==> config.mk <==
export PLATFORM = sky130hd
export DESIGN_NAME = multiplexed_seven_segment_driver
export DESIGN_NICKNAME = d
export VERILOG_FILES = /design/src/design/mssd_pkg.sv /design/src/design/mssd_bcd_conv.sv /design/src/design/multiplexed_seven_segment_driver.sv
export SDC_FILE = /design/constraint.sdc
export NUM_CORES = 1
export LEC_CHECK = 0
export ABC_AREA = 0
export BUFFER_PORTS_ARGS = -buffer_cell sky130_fd_sc_hd__buf_4
export CORE_MARGIN = 5
export CORE_UTILIZATION = 55
export CTS_CLUSTER_SIZE = 40
export DETAILED_ROUTE_END_ITERATION = 10
export HOLD_SLACK_MARGIN = 0.02
export PLACE_DENSITY_LB_ADDON = 0.25
export SYNTH_ARGS = -nofsm -noshare
export SYNTH_HDL_FRONTEND = slang
export SYNTH_SLANG_ARGS = --single-unit
==> constraint.sdc <==
create_clock -name i_clk -period 6 [get_ports i_clk]
set_input_delay 0.6 -clock i_clk [delete_from_list [all_inputs] [get_ports i_clk]]
set_output_delay 0.6 -clock i_clk [all_outputs]
set_load 0.1 [all_outputs]
==> src/design/mssd_pkg.sv <==
`timescale 1ns / 1ps

package mssd_pkg;

    // Field widths of the stream beats.
    localparam int VALUE_W     = 31;
    localparam int IN_TDATA_W  = 32;
    localparam int OUT_TDATA_W = 16;
    localparam int SEG_W       = 7;
    localparam int BYTE_W      = 8;
    localparam int SELECT_W    = 4;
    localparam int BCD_DIGIT_W = 4;
    localparam int STEP_CNT_W  = 5;
    localparam int BITPOS_W    = 4;

    // Configuration port.
    localparam int PADDR_W = 3;
    localparam int PDATA_W = 32;
    localparam logic [PADDR_W-1:0] ADDR_DISPLAY_ENABLE = 3'd0;

    // Item kinds carried in tuser.
    localparam logic FUNC_TICK = 1'b0;
    localparam logic FUNC_LOAD = 1'b1;

    // Serializer bit position codes.
    localparam logic [BITPOS_W-1:0] BITPOS_IDLE  = 4'd0;
    localparam logic [BITPOS_W-1:0] BITPOS_FIRST = 4'd1;
    localparam logic [BITPOS_W-1:0] BITPOS_LATCH = 4'd9;

    // Binary to decimal converter states.
    typedef enum logic [1:0] {
        ST_IDLE,
        ST_SHIFT,
        ST_DONE
    } t_conv_state;

    // Status handed from the converter to the top level.
    typedef struct packed {
        logic busy;
        logic done;
    } t_conv_status;

    // Segment pattern of one decimal digit, segment a in bit 0.
    function automatic logic [SEG_W-1:0] seg_pattern(input logic [BCD_DIGIT_W-1:0] digit);
        logic [SEG_W-1:0] pat;
        case (digit)
            4'd0:    pat = 7'h3f;
            4'd1:    pat = 7'h06;
            4'd2:    pat = 7'h5b;
            4'd3:    pat = 7'h4f;
            4'd4:    pat = 7'h66;
            4'd5:    pat = 7'h6d;
            4'd6:    pat = 7'h7d;
            4'd7:    pat = 7'h07;
            4'd8:    pat = 7'h7f;
            4'd9:    pat = 7'h67;
            default: pat = '0;
        endcase
        return pat;
    endfunction

endpackage

==> src/design/mssd_bcd_conv.sv <==
`timescale 1ns / 1ps

module mssd_bcd_conv #(
    parameter int DIGIT_COUNT = 4
) (
    input  logic                          i_clk,
    input  logic                          i_rst_n,
    input  logic                          i_start,
    input  logic [mssd_pkg::VALUE_W-1:0]  i_value,
    output mssd_pkg::t_conv_status        o_status,
    output logic [4*DIGIT_COUNT-1:0]      o_digits
);
    import mssd_pkg::*;

    localparam int BCD_W = BCD_DIGIT_W * DIGIT_COUNT;

    t_conv_state             r_state;
    t_conv_state             n_state;
    logic [VALUE_W-1:0]      r_bin;
    logic [BCD_W-1:0]        r_bcd;
    logic [BCD_W-1:0]        w_adj;
    logic [STEP_CNT_W-1:0]   r_count;
    logic                    w_last;

    assign w_last = (r_count == STEP_CNT_W'(VALUE_W - 1));

    // Next state.
    always_comb begin
        n_state = r_state;
        case (r_state)
            ST_IDLE: begin
                if (i_start) begin
                    n_state = ST_SHIFT;
                end
            end
            ST_SHIFT: begin
                if (w_last) begin
                    n_state = ST_DONE;
                end
            end
            ST_DONE: begin
                n_state = ST_IDLE;
            end
            default: begin
                n_state = ST_IDLE;
            end
        endcase
    end

    // Status outputs.
    always_comb begin
        o_status.busy = (r_state != ST_IDLE);
        o_status.done = (r_state == ST_DONE);
    end

    // Each decimal digit of five or more gets three added before the doubling.
    always_comb begin
        for (int k = 0; k < DIGIT_COUNT; k++) begin
            if (r_bcd[k*BCD_DIGIT_W +: BCD_DIGIT_W] >= 4'd5) begin
                w_adj[k*BCD_DIGIT_W +: BCD_DIGIT_W] =
                    r_bcd[k*BCD_DIGIT_W +: BCD_DIGIT_W] + 4'd3;
            end else begin
                w_adj[k*BCD_DIGIT_W +: BCD_DIGIT_W] =
                    r_bcd[k*BCD_DIGIT_W +: BCD_DIGIT_W];
            end
        end
    end

    // Control state.
    always_ff @(posedge i_clk) begin
        if (!i_rst_n) begin
            r_state <= ST_IDLE;
        end else begin
            r_state <= n_state;
        end
    end

    // Shift one binary bit into the decimal register per cycle, most significant first.
    // Carries out of the top digit drop, which keeps the lowest digits only.
    always_ff @(posedge i_clk) begin
        if (r_state == ST_IDLE) begin
            if (i_start) begin
                r_bin   <= i_value;
                r_bcd   <= '0;
                r_count <= '0;
            end
        end else if (r_state == ST_SHIFT) begin
            r_bcd   <= {w_adj[BCD_W-2:0], r_bin[VALUE_W-1]};
            r_bin   <= {r_bin[VALUE_W-2:0], 1'b0};
            r_count <= r_count + 1'b1;
        end
    end

    assign o_digits = r_bcd;

endmodule

==> src/design/multiplexed_seven_segment_driver.sv <==
`timescale 1ns / 1ps
// Channel   Direction  Signals                         Payload
// s_axis    in         tvalid tready tdata tuser       tuser = func, tdata = value
// m_axis    out        tvalid tready tdata             serializer result
// apb       in/out     psel penable pwrite paddr ...   display_enable at address 0
//
// A tick beat's result is computed combinationally and held in the output register.
// A load beat runs the bit-serial binary to decimal converter, one shift per value bit
// and then a store step, and s_axis_tready stays low until the converter is idle again.
// A new beat is taken when the converter is idle and the output register is empty or drains
// in that cycle. Reset is synchronous, clears the pattern store and serializer state and arms the frame start.
module multiplexed_seven_segment_driver #(
    parameter int DIGIT_COUNT = 4
) (
    input  logic                              i_clk,
    input  logic                              i_rst_n,
    // Input stream.
    input  logic                              s_axis_tvalid,
    output logic                              s_axis_tready,
    // [30:0] value, [31] zero fill
    input  logic [mssd_pkg::IN_TDATA_W-1:0]   s_axis_tdata,
    // [0] func
    input  logic                              s_axis_tuser,
    // Result stream.
    output logic                              m_axis_tvalid,
    input  logic                              m_axis_tready,
    // [0] serial_data, [1] shift_strobe, [2] latch_strobe, [6:3] digit_select,
    // [7] busy_res, [8] outputs_enabled, [15:9] zero fill
    output logic [mssd_pkg::OUT_TDATA_W-1:0]  m_axis_tdata,
    // Configuration port.
    input  logic                              psel,
    input  logic                              penable,
    input  logic                              pwrite,
    input  logic [mssd_pkg::PADDR_W-1:0]      paddr,
    input  logic [mssd_pkg::PDATA_W-1:0]      pwdata,
    output logic [mssd_pkg::PDATA_W-1:0]      prdata,
    output logic                              pready
);
    import mssd_pkg::*;

    localparam int DW    = (DIGIT_COUNT > 1) ? $clog2(DIGIT_COUNT) : 1;
    localparam int RES_W = 9;

    // Serializer state.
    logic                  r_enable;
    logic                  r_pending;
    logic                  n_pending;
    logic                  r_busy;
    logic                  n_busy;
    logic [BITPOS_W-1:0]   r_bitpos;
    logic [BITPOS_W-1:0]   n_bitpos;
    logic [BYTE_W-1:0]     r_shift;
    logic [BYTE_W-1:0]     n_shift;
    logic [DW-1:0]         r_next_digit;
    logic [DW-1:0]         n_next_digit;
    logic [DW-1:0]         w_nd_inc;
    logic [SELECT_W-1:0]   r_onehot;
    logic [SELECT_W-1:0]   n_onehot;
    logic                  n_data;
    logic                  n_strobe;
    logic                  n_latch;
    logic [SEG_W-1:0]      r_pat [DIGIT_COUNT];

    // Output register.
    logic                  r_m_valid;
    logic [RES_W-1:0]      r_m_res;
    logic [RES_W-1:0]      w_res;

    // Handshakes.
    logic                  w_take;
    logic                  w_is_tick;
    logic                  w_tick;
    logic                  w_load;
    logic                  w_cfg_wr;

    // Converter link.
    t_conv_status               w_conv_status;
    logic [4*DIGIT_COUNT-1:0]   w_digits;

    assign w_is_tick     = (s_axis_tuser == FUNC_TICK);
    assign s_axis_tready = !w_conv_status.busy && (!r_m_valid || m_axis_tready);
    assign w_take        = s_axis_tvalid && s_axis_tready;
    assign w_tick        = w_take && w_is_tick;
    assign w_load        = w_take && !w_is_tick;
    assign w_cfg_wr      = psel && penable && pwrite && pready;

    assign pready = 1'b1;
    assign prdata = (paddr == ADDR_DISPLAY_ENABLE) ? PDATA_W'(r_enable) : '0;

    mssd_bcd_conv #(
        .DIGIT_COUNT (DIGIT_COUNT)
    ) u_bcd_conv (
        .i_clk    (i_clk),
        .i_rst_n  (i_rst_n),
        .i_start  (w_load),
        .i_value  (s_axis_tdata[VALUE_W-1:0]),
        .o_status (w_conv_status),
        .o_digits (w_digits)
    );

    assign w_nd_inc = (r_next_digit == DW'(DIGIT_COUNT - 1)) ? '0 : r_next_digit + 1'b1;

    // Serializer step for one tick while enabled: an optional frame start, then a data bit or the latch.
    always_comb begin
        n_pending    = r_pending;
        n_busy       = r_busy;
        n_bitpos     = r_bitpos;
        n_shift      = r_shift;
        n_next_digit = r_next_digit;
        n_onehot     = r_onehot;
        n_data       = 1'b0;
        n_strobe     = 1'b0;
        n_latch      = 1'b0;
        if (r_enable) begin
            if (r_pending) begin
                n_busy       = 1'b1;
                n_pending    = 1'b0;
                n_next_digit = w_nd_inc;
                n_shift      = {1'b0, r_pat[w_nd_inc]};
                n_bitpos     = BITPOS_FIRST;
            end
            if (n_bitpos >= BITPOS_LATCH) begin
                if (int'(n_next_digit) < SELECT_W) begin
                    n_onehot = SELECT_W'(1) << n_next_digit;
                end else begin
                    n_onehot = '0;
                end
                n_latch   = 1'b1;
                n_bitpos  = BITPOS_IDLE;
                n_busy    = 1'b0;
                n_pending = 1'b1;
            end else if (n_bitpos != BITPOS_IDLE) begin
                n_data   = n_shift[0];
                n_strobe = 1'b1;
                n_shift  = {1'b0, n_shift[BYTE_W-1:1]};
                n_bitpos = n_bitpos + 1'b1;
            end
        end
    end

    // Result of the beat; a load only reports the current state.
    always_comb begin
        if (w_is_tick) begin
            w_res = {r_enable, n_busy, n_onehot, n_latch, n_strobe, n_data};
        end else begin
            w_res = {r_enable, r_busy, r_onehot, 1'b0, 1'b0, 1'b0};
        end
    end

    // Serializer registers and the enable register.
    always_ff @(posedge i_clk) begin
        if (!i_rst_n) begin
            r_enable     <= 1'b0;
            r_pending    <= 1'b1;
            r_busy       <= 1'b0;
            r_bitpos     <= BITPOS_IDLE;
            r_shift      <= '0;
            r_next_digit <= '0;
            r_onehot     <= '0;
        end else begin
            if (w_tick) begin
                r_busy       <= n_busy;
                r_bitpos     <= n_bitpos;
                r_shift      <= n_shift;
                r_next_digit <= n_next_digit;
                r_onehot     <= n_onehot;
            end
            if (w_cfg_wr && (paddr == ADDR_DISPLAY_ENABLE)) begin
                r_enable <= pwdata[0];
            end
            // Writing a one re-arms the frame start.
            if (w_cfg_wr && (paddr == ADDR_DISPLAY_ENABLE) && pwdata[0]) begin
                r_pending <= 1'b1;
            end else if (w_tick) begin
                r_pending <= n_pending;
            end
        end
    end

    // Pattern store: position 0 holds the most significant displayed digit.
    always_ff @(posedge i_clk) begin
        if (!i_rst_n) begin
            for (int i = 0; i < DIGIT_COUNT; i++) begin
                r_pat[i] <= '0;
            end
        end else if (w_conv_status.done) begin
            for (int k = 0; k < DIGIT_COUNT; k++) begin
                r_pat[DIGIT_COUNT-1-k] <= seg_pattern(w_digits[k*BCD_DIGIT_W +: BCD_DIGIT_W]);
            end
        end
    end

    // Output register.
    always_ff @(posedge i_clk) begin
        if (!i_rst_n) begin
            r_m_valid <= 1'b0;
        end else if (w_take) begin
            r_m_valid <= 1'b1;
        end else if (m_axis_tready) begin
            r_m_valid <= 1'b0;
        end
    end

    always_ff @(posedge i_clk) begin
        if (w_take) begin
            r_m_res <= w_res;
        end
    end

    assign m_axis_tvalid = r_m_valid;
    assign m_axis_tdata  = OUT_TDATA_W'(r_m_res);

endmodule

==> impl_metrics.yaml <==
cts:
  clk_transition_reported_paths_ns: 0.06
  ctsResizeCount: 0
  cts_buffer_depth: 2
  clock_network_latency_to_the_later_pin_of_the_worst_skew_pair_ns: 0.42
  cts_root_buf: "sky130_fd_sc_hd__clkbuf_16"
  postCtsSetupRepairBufs: 0
  clock_tree_from_tritoncts: "done"
  ctsHtreeMaxLevel: 4
  post_cts_hold_buffer_count: 0
  clock_sink_count: 141
  cts_made_buffers: 17
pwr:
  total_power_mw: 2.58
  power_frac_clock_pct: 37.3
  power_switching_share_pct: 28.4
  power.internal_mw: 1.85
  power_density_nw_per_um2: 316
  vdd_ir_drop_max_mv: 0.200
  seq_power_share_pct: 45.3
  total_switching_power_mw: 0.734
  power_frac_comb_pct: 17.4
  total_leakage_power_nw: 3.31
floorplan:
  core.rowCount: 42
  initial_core_util_pct: 55.4
  die_h_um: 125
  floorplan.die_area_um2: 15600
  fp.dieW_um: 125
  top_level_ports: 126
  fp.coreArea_um2: 13100
drt:
  detail-route-antenna-nets: 0
  postRouteWirelength_mm: 12.8
  initialDrtViolationCount: 281
  viasPerCell: 5.29
  drt-pass1-iter-count: 5
  number_of_vias_after_detailed_routing: 4523
  post-route-drc-count: 0
  wl_per_cell_um: 15.0
worst_hold_path:
  min_path_type: "in2reg"
timing:
  timing.slew.headroom_pct: 29.4
  slew_violations: 0
  finalHoldViolCount: 0
  rsz0062_at_grt: "false"
  achievable-frequency_mhz: 330
  hold-worst-slack_ns: 0.416
  min_period_ns: 3.03
  worst_pin_slew_ns: 1.06
  fin_setup_tns_ns: 0
  finClkSkew_ns: 0.00869
  final_setup_violation_count: 0
  final_min_period_over_clock_period_pct: 50.5
job:
  cap_violations: 0
global_routing:
  via_count_of_the_first_global_routing_pass: 4511
  grt_ovf: 0
  first_pass_grt_wire_length_mm: 21.3
  grt_total_usage_pct: 16.9
  antenna_violations_before_repair: 0
  largest_net_degree_at_the_start_of_global_routing: 55
final_layout:
  area_grow_syn2layout_pct: 12.6
  nFillCells: 1024
  layout.area.seq_um2: 3710
  drive_gt1_share_pct: 21.6
  antenna_cells: 0
  stdcell_area_um2: 8170
  nNetsFinal: 779
  multi_input_comb_area_um2: 3160
synth:
  yosys_most_used_dff: "sky130_fd_sc_hd__edfxtp_1"
  synth-edff-count: 89
  synth_seq_cells: 141
  synth-async-reset-ratio_pct: 0
  synth-seq-area-share_pct: 51.2
  synthesis.area_um2: 7250
  distinct_cells_synth: 59
  ys_warn_count: 0
  post_synth_inst_count: 619
  synth_area_per_cell_um2: 11.7
status:
  status: "finished, final reports clean"
placed_design:
  hpwlAfterDp_mm: 9.08
  count_of_buffers_inserted_at_the_top_level_ports: 54
  dpl-instance-area_um2: 7610
  gp_congestion: 0.838
setup_path:
  critPathArrivalTime_ns: 3.38
  worstPathMaxFanout: 54
  endpoint_kind: "flop"
  critPathRequiredTime_ns: 6.35
  start_kind: "flop"
  setup.worst_path.class: "reg2reg"
worst paths after layout:
| check | start | endpoint | slack [ns] | cells after the start |
|---|---|---|---|---|
| worst min register to register | r_shift[2] | r_shift[2] | 0.48 | 2 |
| worst max-delay path | u_bcd_conv.r_state[0] | r_bitpos[3] | 2.97 | 6 |
| worst max register to register | u_bcd_conv.r_state[0] | r_bitpos[3] | 2.97 | 6 |
| worst min-delay path | pwdata[0] | r_pending | 0.42 | 2 |
critical path: stages (launching register included):
cell and delay (ns):
sky130_fd_sc_hd__dfxtp_1 0.49, sky130_fd_sc_hd__nor2_4 0.14, sky130_fd_sc_hd__buf_4 0.48, sky130_fd_sc_hd__and3_1 0.63
sky130_fd_sc_hd__nand2_1 0.46, sky130_fd_sc_hd__or4_1 0.59, sky130_fd_sc_hd__a21boi_1 0.16
routing by layer:
| layer | vias to the layer above | share of wire, % | GRT usage [%] |
|---|---|---|---|
| li1 | 2232 | - | - |
| met1 | 2166 | 42 | 20.1 |
| met2 | 108 | 51 | 29.3 |
| met3 | 17 | 5.0 | 4.97 |
| met4 | 0 | 1.4 | 5.48 |
| met5 | - | 0 | 0 |
power by group through the flow:
stage / Clock [mW] / Combinational [mW] / Sequential [mW]
global route: 1.03 / 0.490 / 1.18
floorplan: 0 / 0.358 / 1.21
finish: 0.964 / 0.451 / 1.17
detailed placement: 0 / 0.447 / 1.19
CTS: 0.981 / 0.451 / 1.17
global placement: 0 / 0.432 / 1.19
cell families (layout without fill, tap and decap cells):
group | count (synthesis) | count (layout) | synth area share (%)
AOI/OAI and AO/OA | 95 | 95 | 8.92
adders and majority gates | 38 | 38 | 6.56
buffers and inverters | 90 | 113 | 7.11
muxes | 72 | 72 | 11.9
other | 2 | 39 | 0.104
and+or+nand+nor | 167 | 167 | 12.5
xor gates and xnor gates | 14 | 14 | 1.69
DFF | 141 | 141 | 51.2
per-stage QoR:
step                      std cells  utilization, %  setup slack (ns)
final                           855            62.4              2.97
after global routing            855            62.4              2.67
after CTS                       855            62.4              2.87
after detailed placement        823            58.2              2.94
after global placement          823            58.2              3.00
after floorplan                 656               -              2.44
Yosys cell counts, drive strengths merged, types with 21 or more instances:
| cell | number | area (µm²) |
|---|---|---|
| a21oi | 21 | 109 |
| and2 | 34 | 215 |
| buf | 54 | 380 |
| dfxtp | 52 | 1040 |
| edfxtp | 89 | 2670 |
| ha | 38 | 475 |
| inv | 24 | 90.1 |
| mux2 | 41 | 462 |
| mux2i | 24 | 240 |
| nand2 | 26 | 97.6 |
| nand3 | 22 | 110 |
| nor2 | 27 | 109 |
| o21ai | 28 | 151 |
cell type report:
type	instances	share of cell area, %
tap	176	2.70
clock inverter	8	0.690
multi-input combinational	425	38.7
timing repair buffer	57	5.24
clock buffer	24	6.05
sequential	141	45.5
inverter	24	1.10
cell usage in the layout (no fill, tap or decap), drive strengths merged, types with 3 or more instances in the layout:
| cell | netlist | final |
|---|---|---|
| edfxtp | 89 | 89 |
| buf | 54 | 57 |
| dfxtp | 52 | 52 |
| mux2 | 41 | 41 |
| conb | 2 | 39 |
| ha | 38 | 38 |
| and2 | 34 | 34 |
| o21ai | 28 | 28 |
| nor2 | 27 | 27 |
| nand2 | 26 | 26 |
| inv | 24 | 26 |
| mux2i | 24 | 24 |
| clkbuf | 12 | 24 |
| nand3 | 22 | 22 |
| a21oi | 21 | 21 |
| nor2b | 20 | 20 |
| nand2b | 11 | 11 |
| xnor2 | 10 | 10 |
| a22oi | 10 | 10 |
| nor3 | 8 | 8 |
| o22ai | 8 | 8 |
| mux4 | 7 | 7 |
| clkinv | 0 | 6 |
| and3 | 5 | 5 |
| xor2 | 4 | 4 |
| a22o | 4 | 4 |
| o311ai | 4 | 4 |
| or3b | 3 | 3 |
| o21a | 3 | 3 |
Power figures use the tool's default switching activity.
